### src/hdl/gasp_pkg.sv
// ----------------------------------------------------------------------------
// Grid A* path search package
// Shared constants, cell codes, register indexes and small helper functions.
// ----------------------------------------------------------------------------
package gasp_pkg;

	localparam int MAX_SIDE = 8;
	localparam int NCELLS   = MAX_SIDE * MAX_SIDE;
	localparam int IDX_W    = $clog2(NCELLS);
	localparam int RC_W     = $clog2(MAX_SIDE);
	localparam int SIDE_W   = 4;
	localparam int COST_W   = 10;
	localparam int G_W      = 16;
	localparam int F_W      = 17;
	localparam int H_W      = 14;

	typedef enum logic [1:0] {
		CELL_EMPTY = 2'd0,
		CELL_BLOCK = 2'd1,
		CELL_START = 2'd2,
		CELL_DEST  = 2'd3
	} cell_kind_t;

	typedef enum logic [1:0] {
		REG_GRID_SIDE      = 2'd0,
		REG_STRAIGHT_COST  = 2'd1,
		REG_DIAGONAL_COST  = 2'd2,
		REG_HEURISTIC_UNIT = 2'd3
	} reg_index_t;

	localparam logic KIND_LOAD   = 1'b0;
	localparam logic KIND_SEARCH = 1'b1;

	// neighbor order: left, right, up, down, then the diagonals
	function automatic logic signed [1:0] step_row(input logic [2:0] d);
		logic signed [1:0] v;
		case (d)
			3'd2, 3'd5, 3'd6: v = -2'sd1;
			3'd3, 3'd4, 3'd7: v = 2'sd1;
			default:          v = 2'sd0;
		endcase
		return v;
	endfunction

	function automatic logic signed [1:0] step_col(input logic [2:0] d);
		logic signed [1:0] v;
		case (d)
			3'd0, 3'd4, 3'd5: v = -2'sd1;
			3'd1, 3'd6, 3'd7: v = 2'sd1;
			default:          v = 2'sd0;
		endcase
		return v;
	endfunction

	function automatic logic [IDX_W-1:0] cell_at(input logic [RC_W-1:0] r,
		input logic [RC_W-1:0] c, input logic [SIDE_W-1:0] side);
		logic [IDX_W:0] p;
		p = (IDX_W+1)'(r) * (IDX_W+1)'(side) + (IDX_W+1)'(c);
		return p[IDX_W-1:0];
	endfunction

	function automatic logic [H_W-1:0] heur(input logic [RC_W-1:0] r,
		input logic [RC_W-1:0] c, input logic [RC_W-1:0] dr,
		input logic [RC_W-1:0] dc, input logic [COST_W-1:0] unit_w);
		logic [RC_W-1:0] a;
		logic [RC_W-1:0] b;
		logic [RC_W:0]   s;
		a = (r > dr) ? r - dr : dr - r;
		b = (c > dc) ? c - dc : dc - c;
		s = (RC_W+1)'(a) + (RC_W+1)'(b);
		return H_W'(s) * H_W'(unit_w);
	endfunction

endpackage

### src/hdl/gasp_ram.sv
// ----------------------------------------------------------------------------
// Generic RAM
// One write port, one read port, registered read data.
// ----------------------------------------------------------------------------
module gasp_ram #(
	parameter int WIDTH = 8,
	parameter int DEPTH = 64
) (
	input  logic                     clk,
	input  logic                     we,
	input  logic [$clog2(DEPTH)-1:0] waddr,
	input  logic [WIDTH-1:0]         wdata,
	input  logic [$clog2(DEPTH)-1:0] raddr,
	output logic [WIDTH-1:0]         rdata
);

	logic [WIDTH-1:0] mem_q [DEPTH];

	always_ff @(posedge clk) begin
		if (we) begin
			mem_q[waddr] <= wdata;
		end
		rdata <= mem_q[raddr];
	end

endmodule

### src/hdl/grid_astar_path_search.sv
// ----------------------------------------------------------------------------
// Grid A* path search
// 8-connected A* over a square grid of up to 8x8 cells, path emitted start first.
// ----------------------------------------------------------------------------
// A load transaction writes one cell type and leaves busy low. A search
// transaction raises busy until its last result. Each node pop scans the open
// set through the estimate RAM, reads g of the node and walks 8 neighbors
// through the single cell-type read port, skipping a neighbor off the grid and
// otherwise reading the neighbor and both corner cells. A full 8x8 search pops
// at most 64 nodes; a scan for the start and destination cells comes first, and
// the path is traced back through the parent RAM and then read out. Results
// come out on result_valid for one cycle each and cannot be stalled: the
// receiver must take every one.
module grid_astar_path_search (
	input  logic        clk,
	input  logic        arst_n,
	input  logic        start,
	output logic        busy,
	input  logic        kind,
	input  logic [5:0]  cell_index,
	input  logic [1:0]  cell_type,
	input  logic        psel,
	input  logic        penable,
	input  logic        pwrite,
	input  logic [3:0]  paddr,
	input  logic [31:0] pwdata,
	output logic [31:0] prdata,
	output logic        pready,
	output logic        result_valid,
	output logic        found,
	output logic [5:0]  path_index,
	output logic        last
);

	localparam int IW = gasp_pkg::IDX_W;
	localparam int RW = gasp_pkg::RC_W;

	typedef enum logic [15:0] {
		S_IDLE   = 16'h0001,
		S_FIND   = 16'h0002,
		S_INIT   = 16'h0004,
		S_MIN    = 16'h0008,
		S_GBEST  = 16'h0010,
		S_GBEST2 = 16'h0020,
		S_NB_CHK = 16'h0040,
		S_NB_RA  = 16'h0080,
		S_NB_RB  = 16'h0100,
		S_NB_RC  = 16'h0200,
		S_NB_UPD = 16'h0400,
		S_BT     = 16'h0800,
		S_BT2    = 16'h1000,
		S_OUT_RD = 16'h2000,
		S_OUT_EM = 16'h4000,
		S_FAIL   = 16'h8000
	} state_t;

	state_t state_q;

	logic [gasp_pkg::SIDE_W-1:0] grid_side_q;
	logic [gasp_pkg::COST_W-1:0] straight_q;
	logic [gasp_pkg::COST_W-1:0] diagonal_q;
	logic [gasp_pkg::COST_W-1:0] hunit_q;

	logic [gasp_pkg::NCELLS-1:0] open_q;
	logic [gasp_pkg::NCELLS-1:0] closed_q;

	logic [IW-1:0] cnt_q;
	logic [RW-1:0] row_q, col_q;
	logic          iss_q;
	logic          vld_s1;
	logic [IW-1:0] idx_s1;
	logic [RW-1:0] row_s1, col_s1;

	logic          st_ok_q, ds_ok_q;
	logic [IW-1:0] st_idx_q, ds_idx_q;
	logic [RW-1:0] st_r_q, st_c_q, ds_r_q, ds_c_q;

	logic                     have_q;
	logic [gasp_pkg::F_W-1:0] bf_q;
	logic [IW-1:0]            best_q;
	logic [RW-1:0]            best_r_q, best_c_q;

	logic [gasp_pkg::G_W-1:0] gb_q;
	logic [2:0]               d_q;
	logic [IW-1:0]            ni_q, ca_q, cb_q;
	logic [gasp_pkg::G_W-1:0] g_q;
	logic [gasp_pkg::H_W-1:0] h_q;
	logic                     blk_q;

	logic [IW-1:0] cur_q;
	logic [IW-1:0] len_q;
	logic [IW-1:0] ptr_q;

	logic          rv_q, found_q, last_q;
	logic [IW-1:0] path_q;

	// side clamp and scan bounds
	logic [gasp_pkg::SIDE_W-1:0] side;
	logic [RW-1:0]               side_m1;
	logic [IW:0]                 ncell;
	logic [IW-1:0]               last_idx;

	always_comb begin
		if (grid_side_q < 4'd2) begin
			side = 4'd2;
		end else if (grid_side_q > gasp_pkg::SIDE_W'(gasp_pkg::MAX_SIDE)) begin
			side = gasp_pkg::SIDE_W'(gasp_pkg::MAX_SIDE);
		end else begin
			side = grid_side_q;
		end
		side_m1  = RW'(side - 4'd1);
		ncell    = (IW+1)'(side) * (IW+1)'(side);
		last_idx = IW'(ncell - (IW+1)'(1));
	end

	// RAMs
	logic                     kind_we;
	logic [IW-1:0]            kind_raddr;
	logic [1:0]               kind_rd;
	logic                     cost_we;
	logic [IW-1:0]            cost_waddr, cost_raddr;
	logic [gasp_pkg::G_W-1:0] cost_wdata, cost_rd;
	logic [gasp_pkg::F_W-1:0] tot_wdata, tot_rd;
	logic                     par_we;
	logic [IW-1:0]            par_rd;
	logic                     chn_we;
	logic [IW-1:0]            chn_rd;

	logic accept;
	assign accept  = start && (state_q == S_IDLE);
	assign kind_we = accept && (kind == gasp_pkg::KIND_LOAD);

	always_comb begin
		unique case (state_q)
			S_NB_RA: kind_raddr = ni_q;
			S_NB_RB: kind_raddr = ca_q;
			S_NB_RC: kind_raddr = cb_q;
			default: kind_raddr = cnt_q;
		endcase
	end

	// neighbor update decision
	logic upd;
	logic blocked;
	assign blocked = blk_q || (kind_rd == gasp_pkg::CELL_BLOCK) || closed_q[ni_q];
	assign upd     = (state_q == S_NB_UPD) && !blocked && (!open_q[ni_q] || (cost_rd > g_q));

	logic [gasp_pkg::H_W-1:0] h_start;
	assign h_start = gasp_pkg::heur(st_r_q, st_c_q, ds_r_q, ds_c_q, hunit_q);

	always_comb begin
		cost_we    = upd || (state_q == S_INIT);
		cost_waddr = (state_q == S_INIT) ? st_idx_q : ni_q;
		cost_wdata = (state_q == S_INIT) ? '0 : g_q;
		tot_wdata  = (state_q == S_INIT) ? gasp_pkg::F_W'(h_start)
			: gasp_pkg::F_W'(g_q) + gasp_pkg::F_W'(h_q);
		cost_raddr = (state_q == S_GBEST) ? best_q : ni_q;
	end

	assign par_we = upd;
	assign chn_we = (state_q == S_BT);

	gasp_ram #(.WIDTH(2), .DEPTH(gasp_pkg::NCELLS)) u_kind_ram (
		.clk(clk), .we(kind_we), .waddr(cell_index), .wdata(cell_type),
		.raddr(kind_raddr), .rdata(kind_rd)
	);

	gasp_ram #(.WIDTH(gasp_pkg::G_W), .DEPTH(gasp_pkg::NCELLS)) u_cost_ram (
		.clk(clk), .we(cost_we), .waddr(cost_waddr), .wdata(cost_wdata),
		.raddr(cost_raddr), .rdata(cost_rd)
	);

	gasp_ram #(.WIDTH(gasp_pkg::F_W), .DEPTH(gasp_pkg::NCELLS)) u_tot_ram (
		.clk(clk), .we(cost_we), .waddr(cost_waddr), .wdata(tot_wdata),
		.raddr(cnt_q), .rdata(tot_rd)
	);

	gasp_ram #(.WIDTH(IW), .DEPTH(gasp_pkg::NCELLS)) u_par_ram (
		.clk(clk), .we(par_we), .waddr(ni_q), .wdata(best_q),
		.raddr(cur_q), .rdata(par_rd)
	);

	gasp_ram #(.WIDTH(IW), .DEPTH(gasp_pkg::NCELLS)) u_chain_ram (
		.clk(clk), .we(chn_we), .waddr(len_q), .wdata(cur_q),
		.raddr(ptr_q), .rdata(chn_rd)
	);

	// neighbor geometry for the current direction
	logic signed [RW+1:0] nr, nc;
	logic                 in_grid;
	logic [RW-1:0]        nr_u, nc_u;
	logic [gasp_pkg::COST_W-1:0] step_cost;
	logic [gasp_pkg::G_W:0]      g_sum;

	always_comb begin
		nr = $signed({2'b00, best_r_q}) + (RW+2)'(gasp_pkg::step_row(d_q));
		nc = $signed({2'b00, best_c_q}) + (RW+2)'(gasp_pkg::step_col(d_q));
		in_grid = (nr >= 0) && (nr < $signed({1'b0, side})) &&
			(nc >= 0) && (nc < $signed({1'b0, side}));
		nr_u = nr[RW-1:0];
		nc_u = nc[RW-1:0];
		step_cost = (d_q < 3'd4) ? straight_q : diagonal_q;
		g_sum = (gasp_pkg::G_W+1)'(gb_q) + (gasp_pkg::G_W+1)'(step_cost);
	end

	logic scan_done;
	assign scan_done = !iss_q && !vld_s1;

	// APB
	logic cfg_wr;
	assign cfg_wr = psel && penable && pwrite && pready;
	assign pready = 1'b1;

	always_comb begin
		unique case (gasp_pkg::reg_index_t'(paddr[3:2]))
			gasp_pkg::REG_GRID_SIDE:      prdata = 32'(grid_side_q);
			gasp_pkg::REG_STRAIGHT_COST:  prdata = 32'(straight_q);
			gasp_pkg::REG_DIAGONAL_COST:  prdata = 32'(diagonal_q);
			gasp_pkg::REG_HEURISTIC_UNIT: prdata = 32'(hunit_q);
			default:                      prdata = '0;
		endcase
	end

	always_ff @(posedge clk or negedge arst_n) begin
		if (!arst_n) begin
			grid_side_q <= 4'd8;
			straight_q  <= 10'd256;
			diagonal_q  <= 10'd362;
			hunit_q     <= 10'd256;
		end else if (cfg_wr) begin
			unique case (gasp_pkg::reg_index_t'(paddr[3:2]))
				gasp_pkg::REG_GRID_SIDE:      grid_side_q <= pwdata[3:0];
				gasp_pkg::REG_STRAIGHT_COST:  straight_q  <= pwdata[9:0];
				gasp_pkg::REG_DIAGONAL_COST:  diagonal_q  <= pwdata[9:0];
				gasp_pkg::REG_HEURISTIC_UNIT: hunit_q     <= pwdata[9:0];
				default: ;
			endcase
		end
	end

	// scan pipeline: issue address, read data lands in stage 1 on the next cycle
	always_ff @(posedge clk or negedge arst_n) begin
		if (!arst_n) begin
			iss_q  <= 1'b0;
			vld_s1 <= 1'b0;
		end else if (((state_q == S_IDLE) && accept && (kind == gasp_pkg::KIND_SEARCH)) ||
			((state_q == S_INIT) || (state_q == S_GBEST2 && 1'b0)) ||
			(state_q == S_NB_UPD && d_q == 3'd7) ||
			(state_q == S_NB_CHK && !in_grid && d_q == 3'd7)) begin
			iss_q  <= 1'b1;
			vld_s1 <= 1'b0;
		end else begin
			vld_s1 <= iss_q;
			if (iss_q && cnt_q == last_idx) begin
				iss_q <= 1'b0;
			end
		end
	end

	always_ff @(posedge clk) begin
		if (iss_q) begin
			idx_s1 <= cnt_q;
			row_s1 <= row_q;
			col_s1 <= col_q;
			cnt_q  <= cnt_q + IW'(1);
			if (col_q == side_m1) begin
				col_q <= '0;
				row_q <= row_q + RW'(1);
			end else begin
				col_q <= col_q + RW'(1);
			end
		end else begin
			cnt_q <= '0;
			row_q <= '0;
			col_q <= '0;
		end
	end

	// sequencer
	always_ff @(posedge clk or negedge arst_n) begin
		if (!arst_n) begin
			state_q <= S_IDLE;
			rv_q    <= 1'b0;
		end else begin
			rv_q <= 1'b0;
			unique case (state_q)
				S_IDLE: begin
					if (accept && kind == gasp_pkg::KIND_SEARCH) begin
						state_q <= S_FIND;
					end
				end
				S_FIND: begin
					if (scan_done) begin
						state_q <= (st_ok_q && ds_ok_q) ? S_INIT : S_FAIL;
					end
				end
				S_INIT: state_q <= S_MIN;
				S_MIN: begin
					if (scan_done) begin
						if (!have_q) begin
							state_q <= S_FAIL;
						end else if (best_q == ds_idx_q) begin
							state_q <= S_BT;
						end else begin
							state_q <= S_GBEST;
						end
					end
				end
				S_GBEST:  state_q <= S_GBEST2;
				S_GBEST2: state_q <= S_NB_CHK;
				S_NB_CHK: begin
					if (in_grid) begin
						state_q <= S_NB_RA;
					end else if (d_q == 3'd7) begin
						state_q <= S_MIN;
					end
				end
				S_NB_RA: state_q <= S_NB_RB;
				S_NB_RB: state_q <= S_NB_RC;
				S_NB_RC: state_q <= S_NB_UPD;
				S_NB_UPD: state_q <= (d_q == 3'd7) ? S_MIN : S_NB_CHK;
				S_BT: state_q <= (cur_q == st_idx_q) ? S_OUT_RD : S_BT2;
				S_BT2: state_q <= S_BT;
				S_OUT_RD: state_q <= S_OUT_EM;
				S_OUT_EM: begin
					rv_q    <= 1'b1;
					state_q <= (ptr_q == '0) ? S_IDLE : S_OUT_RD;
				end
				S_FAIL: begin
					rv_q    <= 1'b1;
					state_q <= S_IDLE;
				end
				default: state_q <= S_IDLE;
			endcase
		end
	end

	// datapath
	always_ff @(posedge clk) begin
		unique case (state_q)
			S_IDLE: begin
				open_q   <= '0;
				closed_q <= '0;
				st_ok_q  <= 1'b0;
				ds_ok_q  <= 1'b0;
			end
			S_FIND: begin
				if (vld_s1) begin
					if (!st_ok_q && kind_rd == gasp_pkg::CELL_START) begin
						st_ok_q  <= 1'b1;
						st_idx_q <= idx_s1;
						st_r_q   <= row_s1;
						st_c_q   <= col_s1;
					end
					if (!ds_ok_q && kind_rd == gasp_pkg::CELL_DEST) begin
						ds_ok_q  <= 1'b1;
						ds_idx_q <= idx_s1;
						ds_r_q   <= row_s1;
						ds_c_q   <= col_s1;
					end
				end
			end
			S_INIT: begin
				open_q[st_idx_q] <= 1'b1;
				have_q           <= 1'b0;
			end
			S_MIN: begin
				if (vld_s1 && open_q[idx_s1] && (!have_q || tot_rd < bf_q)) begin
					have_q   <= 1'b1;
					bf_q     <= tot_rd;
					best_q   <= idx_s1;
					best_r_q <= row_s1;
					best_c_q <= col_s1;
				end
				if (scan_done && have_q) begin
					open_q[best_q]   <= 1'b0;
					closed_q[best_q] <= 1'b1;
					cur_q            <= ds_idx_q;
					len_q            <= '0;
				end
			end
			S_GBEST2: begin
				gb_q <= cost_rd;
				d_q  <= '0;
			end
			S_NB_CHK: begin
				ni_q  <= gasp_pkg::cell_at(nr_u, nc_u, side);
				ca_q  <= gasp_pkg::cell_at(nr_u, best_c_q, side);
				cb_q  <= gasp_pkg::cell_at(best_r_q, nc_u, side);
				g_q   <= g_sum[gasp_pkg::G_W] ? '1 : g_sum[gasp_pkg::G_W-1:0];
				h_q   <= gasp_pkg::heur(nr_u, nc_u, ds_r_q, ds_c_q, hunit_q);
				if (!in_grid) begin
					if (d_q == 3'd7) begin
						have_q <= 1'b0;
					end
					d_q <= d_q + 3'd1;
				end
			end
			S_NB_RB: blk_q <= (kind_rd == gasp_pkg::CELL_BLOCK);
			S_NB_RC: blk_q <= blk_q || (kind_rd == gasp_pkg::CELL_BLOCK);
			S_NB_UPD: begin
				if (upd) begin
					open_q[ni_q] <= 1'b1;
				end
				if (d_q == 3'd7) begin
					have_q <= 1'b0;
				end
				d_q <= d_q + 3'd1;
			end
			S_BT: begin
				ptr_q <= len_q;
			end
			S_BT2: begin
				cur_q <= par_rd;
				len_q <= len_q + IW'(1);
			end
			S_OUT_EM: begin
				found_q <= 1'b1;
				path_q  <= chn_rd;
				last_q  <= (ptr_q == '0);
				ptr_q   <= ptr_q - IW'(1);
			end
			S_FAIL: begin
				found_q <= 1'b0;
				path_q  <= '0;
				last_q  <= 1'b1;
			end
			default: ;
		endcase
	end

	assign busy         = (state_q != S_IDLE);
	assign result_valid = rv_q;
	assign found        = found_q;
	assign path_index   = path_q;
	assign last         = last_q;

endmodule

### config.mk
export PLATFORM = sky130hd
export DESIGN_NAME = grid_astar_path_search
export DESIGN_NICKNAME = d
export VERILOG_FILES = /design/src/hdl/gasp_pkg.sv /design/src/hdl/gasp_ram.sv /design/src/hdl/grid_astar_path_search.sv
export SDC_FILE = /design/constraint.sdc
export NUM_CORES = 2
export LEC_CHECK = 0
export BUFFER_PORTS_ARGS = -buffer_cell sky130_fd_sc_hd__buf_2
export CORE_ASPECT_RATIO = 0.6
export CORE_MARGIN = 5
export CORE_UTILIZATION = 40
export DETAILED_ROUTE_END_ITERATION = 16
export GPL_TIMING_DRIVEN = 0
export HOLD_SLACK_MARGIN = 0.12
export PLACE_DENSITY = 0.65
export SYNTH_ARGS = -nofsm -noshare
export SYNTH_HDL_FRONTEND = slang
export SYNTH_SLANG_ARGS = --single-unit
### constraint.sdc
create_clock -name clk -period 8 [get_ports clk]
set_input_delay 0.4 -clock clk [delete_from_list [all_inputs] [get_ports clk]]
set_output_delay 0.4 -clock clk [all_outputs]
set_load 0.02 [all_outputs]
==> summary.txt <==
Synthesis
  • Register bit total from synthesis: 3410
  • Sequential area share after synthesis: 0.718
  • Syn Area/Cell: ~16 um^2
  • Async set or reset register ratio after synthesis: 0.0155
  • Primary FF master, synth: edfxtp_1
  • EDFF count, synth: between 3000 and 4000
  • Synth cell types: 90
  • Post-Syn Area: 0.141 mm^2
  • Warnings from Yosys: 0
  • Post-Syn Instances: around 8600

Floorplan
  • Rows: 169
  • Die Area: 0.366 mm^2
  • Die Span Y: between 400 and 500 um
  • Starting Density: 0.401
  • Die width: 778 um
  • Core Box Area: 0.353 mm^2
  • I/O pin count: 94

Worst setup path
  • Crit path DAT: between 8 and 9 ns
  • Crit start category: flop
  • R2R Path Start: d_q[2]
  • Crit path kind: reg -> reg
  • Worst Setup SP: d_q[2]
  • Cell mode on critical path: ha_1
  • Max incr delay on CP: about 0.66 ns
  • CP max FO: 10
  • Crit end category: flop
  • Crit-path slowest cell: fa_1
  • Worst endpoint required time: ~8.7 ns

CTS
  • Total CTS buffers: 315
  • Clock Latency Late Sink: about 0.94 ns
  • Max H-tree Level: 5
  • Clock Sinks: roughly 3400
  • CTS tree: yes
  • Clock Path Buffers: 4
  • Root Driver: clkbuf_16
  • Clock-pin slew on the worst setup and hold paths: approximately 0.070 ns

Pwr
  • Switching power summed over all nets: ~12000 uW
  • Pint: between 30000 and 40000 uW
  • Sw Share: 0.269
  • Static Leak: 0.0547 uW
  • Peak supply drop: 0.173 mV
  • Sequential Power Share: 0.476
  • Power share of the clock group: 0.347
  • PwrDens: between 200 and 300 mW/mm^2
  • Logic gate share of total power: 0.176

Placed design
  • DP HPWL: 318000 um
  • Buffers added on ports: 43
  • Place WS: -0.760 ns
  • Placer Congestion: roughly 1.0

Finish
  • Nets@finish: 9638
  • Layout area overhead: 15.8%
  • Fill count: 29500
  • Fraction of layout cells with a size suffix above 1: 0.197
  • Post-layout util: 0.464

Hold path
  • Hold Startpoint: pwdata[5]
  • Min-Delay Path Class: in -> reg

Timing
  • Pins Over Slew Limit: 8
  • Slew HR: -0.0103
  • Max Fclk: approximately 0.13 GHz
  • Worst Skew: ~0.094 ns
  • Final Cycle Share: 0.947
  • Final worst slack: roughly 0.43 ns
  • Final min period: about 7.6 ns
  • Setup-failing EPs final: 0
  • RSZ-0062 raised after global routing: false
  • Worst-margin pin slew: between 1.5 and 2 ns
  • Hold Vio Cnt, Final: 0

Drt
  • Mean number of vias per cell: 5.99
  • DRC viols: 0
  • First-pass detailed-route iteration total: 8
  • Wire per inst: approximately 30 um
  • Iter 0 DRT Violations: between 10000 and 15000
  • Via count: 86000
  • Post-Route WL: 436000 um
  • Detail Route Antenna Nets: 0

GRT
  • Vias in the first global route: approximately 80000
  • Largest net degree at the start of global routing: 65
  • Remaining global-route overflow: 0
  • Initial antenna violation count: 31
  • Total track usage: 0.233
  • First-pass GRT wire length: 614000 um

Status
  • Status: finished with violations
  • Failing checks: slew limit

Job
  • Max-Cap Viols: 0
## repair_timing
item / 4_1_cts / 5_1_grt
gates resized for setup: 6 / 12
hold buffers: 25 / 0
pin swaps: 0 / 2
buffers inserted: 0 / 5
hold endpoints to repair: 95 / 0
endpoints found under the setup margin: 6 / 4
## final timing paths
| path | slack, ns | end | cells after the start |
|---|---|---|---|
| min in group asynchronous | 0.47 | result_valid | 3 |
| hold reg to reg | 0.41 | bf_q[14] | 0 |
| hold / removal | 0.29 | hunit_q[5] | 3 |
| max in group asynchronous | 6.85 | straight_q[8] | 4 |
| setup reg to reg | 0.43 | h_q[13] | 29 |
| setup / recovery | 0.43 | h_q[13] | 29 |
## power by group through the flow
stage	clock network (uW)	logic [uW]	registers, uW
after floorplan	0	4820	20700
after global placement	0	7270	21000
after detailed placement	0	7490	20900
after CTS	15200	7560	20600
after global routing	15900	8080	20600
final	15000	7620	20600
## cell families after synthesis
family	after synthesis	share of synthesized area
mux	846	0.117
xor+xnor	101	0.00625
buf+inv	641	0.0189
other cells	2	0.0000531
compound gates	684	0.0338
fa+ha+maj	229	0.0232
simple gates	2671	0.0829
flops	3410	0.718
## layout by cell type (no fill, tap or decap), drive strengths merged, types with 18 or more instances in the layout
cell type / netlist / routed
nand3: 435 / 435
fa: 55 / 55
nor2: 600 / 600
a31oi: 83 / 83
nor3: 108 / 108
nor4: 20 / 20
bufinv: 0 / 20
dfrtp: 44 / 44
a32oi: 46 / 46
o21ai: 129 / 129
buf: 201 / 605
a22oi: 24 / 24
a21o: 29 / 29
and2: 65 / 65
o221ai: 69 / 69
clkinv: 0 / 116
clkbuf: 280 / 697
mux2: 85 / 85
ha: 174 / 174
xor2: 36 / 36
a221oi: 23 / 23
mux4: 635 / 635
nand2: 1172 / 1172
a21oi: 122 / 122
a31o: 32 / 32
dfxtp: 59 / 59
nand2b: 18 / 18
a311oi: 20 / 20
mux2i: 126 / 126
inv: 160 / 175
xnor2: 65 / 65
conb: 2 / 24
and3: 87 / 87
nand4: 40 / 40
nor2b: 49 / 49
diode: 0 / 36
dlygate4sd3: 0 / 25
edfxtp: 3298 / 3298
## cells in the mapped netlist (36+ instances only)
| library cell | instances | area (um^2) |
|---|---|---|
| mux4_2 | 635 | 14300 |
| buf_2 | 76 | 380 |
| o221ai_1 | 69 | 604 |
| a31oi_1 | 83 | 519 |
| xnor2_1 | 65 | 569 |
| and3_1 | 87 | 544 |
| dfrtp_1 | 44 | 1100 |
| nand4_1 | 39 | 244 |
| nand3_1 | 435 | 2180 |
| mux2i_1 | 125 | 1250 |
| nand2_1 | 1172 | 4400 |
| nor2b_1 | 49 | 307 |
| nor3_1 | 108 | 541 |
| mux2_2 | 84 | 946 |
| dfxtp_1 | 59 | 1180 |
| o21ai_0 | 125 | 626 |
| buf_4 | 37 | 278 |
| xor2_1 | 36 | 315 |
| and2_1 | 65 | 407 |
| fa_1 | 55 | 1100 |
| nor2_1 | 599 | 2250 |
| a21oi_1 | 117 | 586 |
| inv_1 | 160 | 601 |
| a32oi_1 | 46 | 403 |
| ha_1 | 174 | 2180 |
| edfxtp_1 | 3298 | 99000 |
| clkbuf_1 | 280 | 1050 |
| buf_1 | 83 | 312 |
## registers in the layout (all words and copies together) (netlist names), 10 cells and up
register           count
bf_q                  17
closed_q              64
diagonal_q            10
g_q                   16
gb_q                  16
h_q                   14
hunit_q               10
open_q                64
state_q               16
straight_q            10
u_chain_ram.mem_q    384
u_cost_ram.mem_q    1024
u_cost_ram.rdata      16
u_kind_ram.mem_q     128
u_par_ram.mem_q      384
u_tot_ram.mem_q     1088
u_tot_ram.rdata       17
## metrics by stage
step	cell area (um^2)	hold slack [ns]	total power [uW]	TNS [ns]	std cells
2_1_floorplan	142000	0.104	25600	0	8606
3_3_place_gp	148000	0.419	28300	-7955.04	13400
3_5_place_dp	153000	0.199	28400	-2.51	13700
4_1_cts	164000	0.216	43300	0	14300
5_1_grt	164000	0.265	44600	0	14300
6_report	164000	0.288	43200	0	14400
## critical path: cells and delay by family, from the launching register on
family | cells | cell delay [ns]
xor+xnor | 3 | 0.50
simple gates | 5 | 0.73
compound gates | 9 | 1.79
mux | 1 | 0.29
buf+inv | 4 | 0.61
fa+ha+maj | 7 | 2.89
flops | 1 | 0.52
## layout make-up
cell class                 instances  area, um^2  share of cell area
antenna                           36        90.1            0.000550
sequential                      3410      102000               0.620
tap                             4702        5880              0.0359
multi-input combinational       4555       38100               0.232
buffer                           481        2090              0.0128
clock inverter                   160        1390             0.00850
clock buffer                     411        8590              0.0524
timing repair buffer             435        5520              0.0337
inverter                         160         601             0.00367
## layer usage
metal	wire length (um)	up-vias	global-route usage
met5	669	-	0.00731
met4	10500	20	0.0528
met3	68100	714	0.0887
met2	168000	5952	0.295
met1	189000	44400	0.369
li1	-	34900	-
Power figures use the tool's default switching activity.
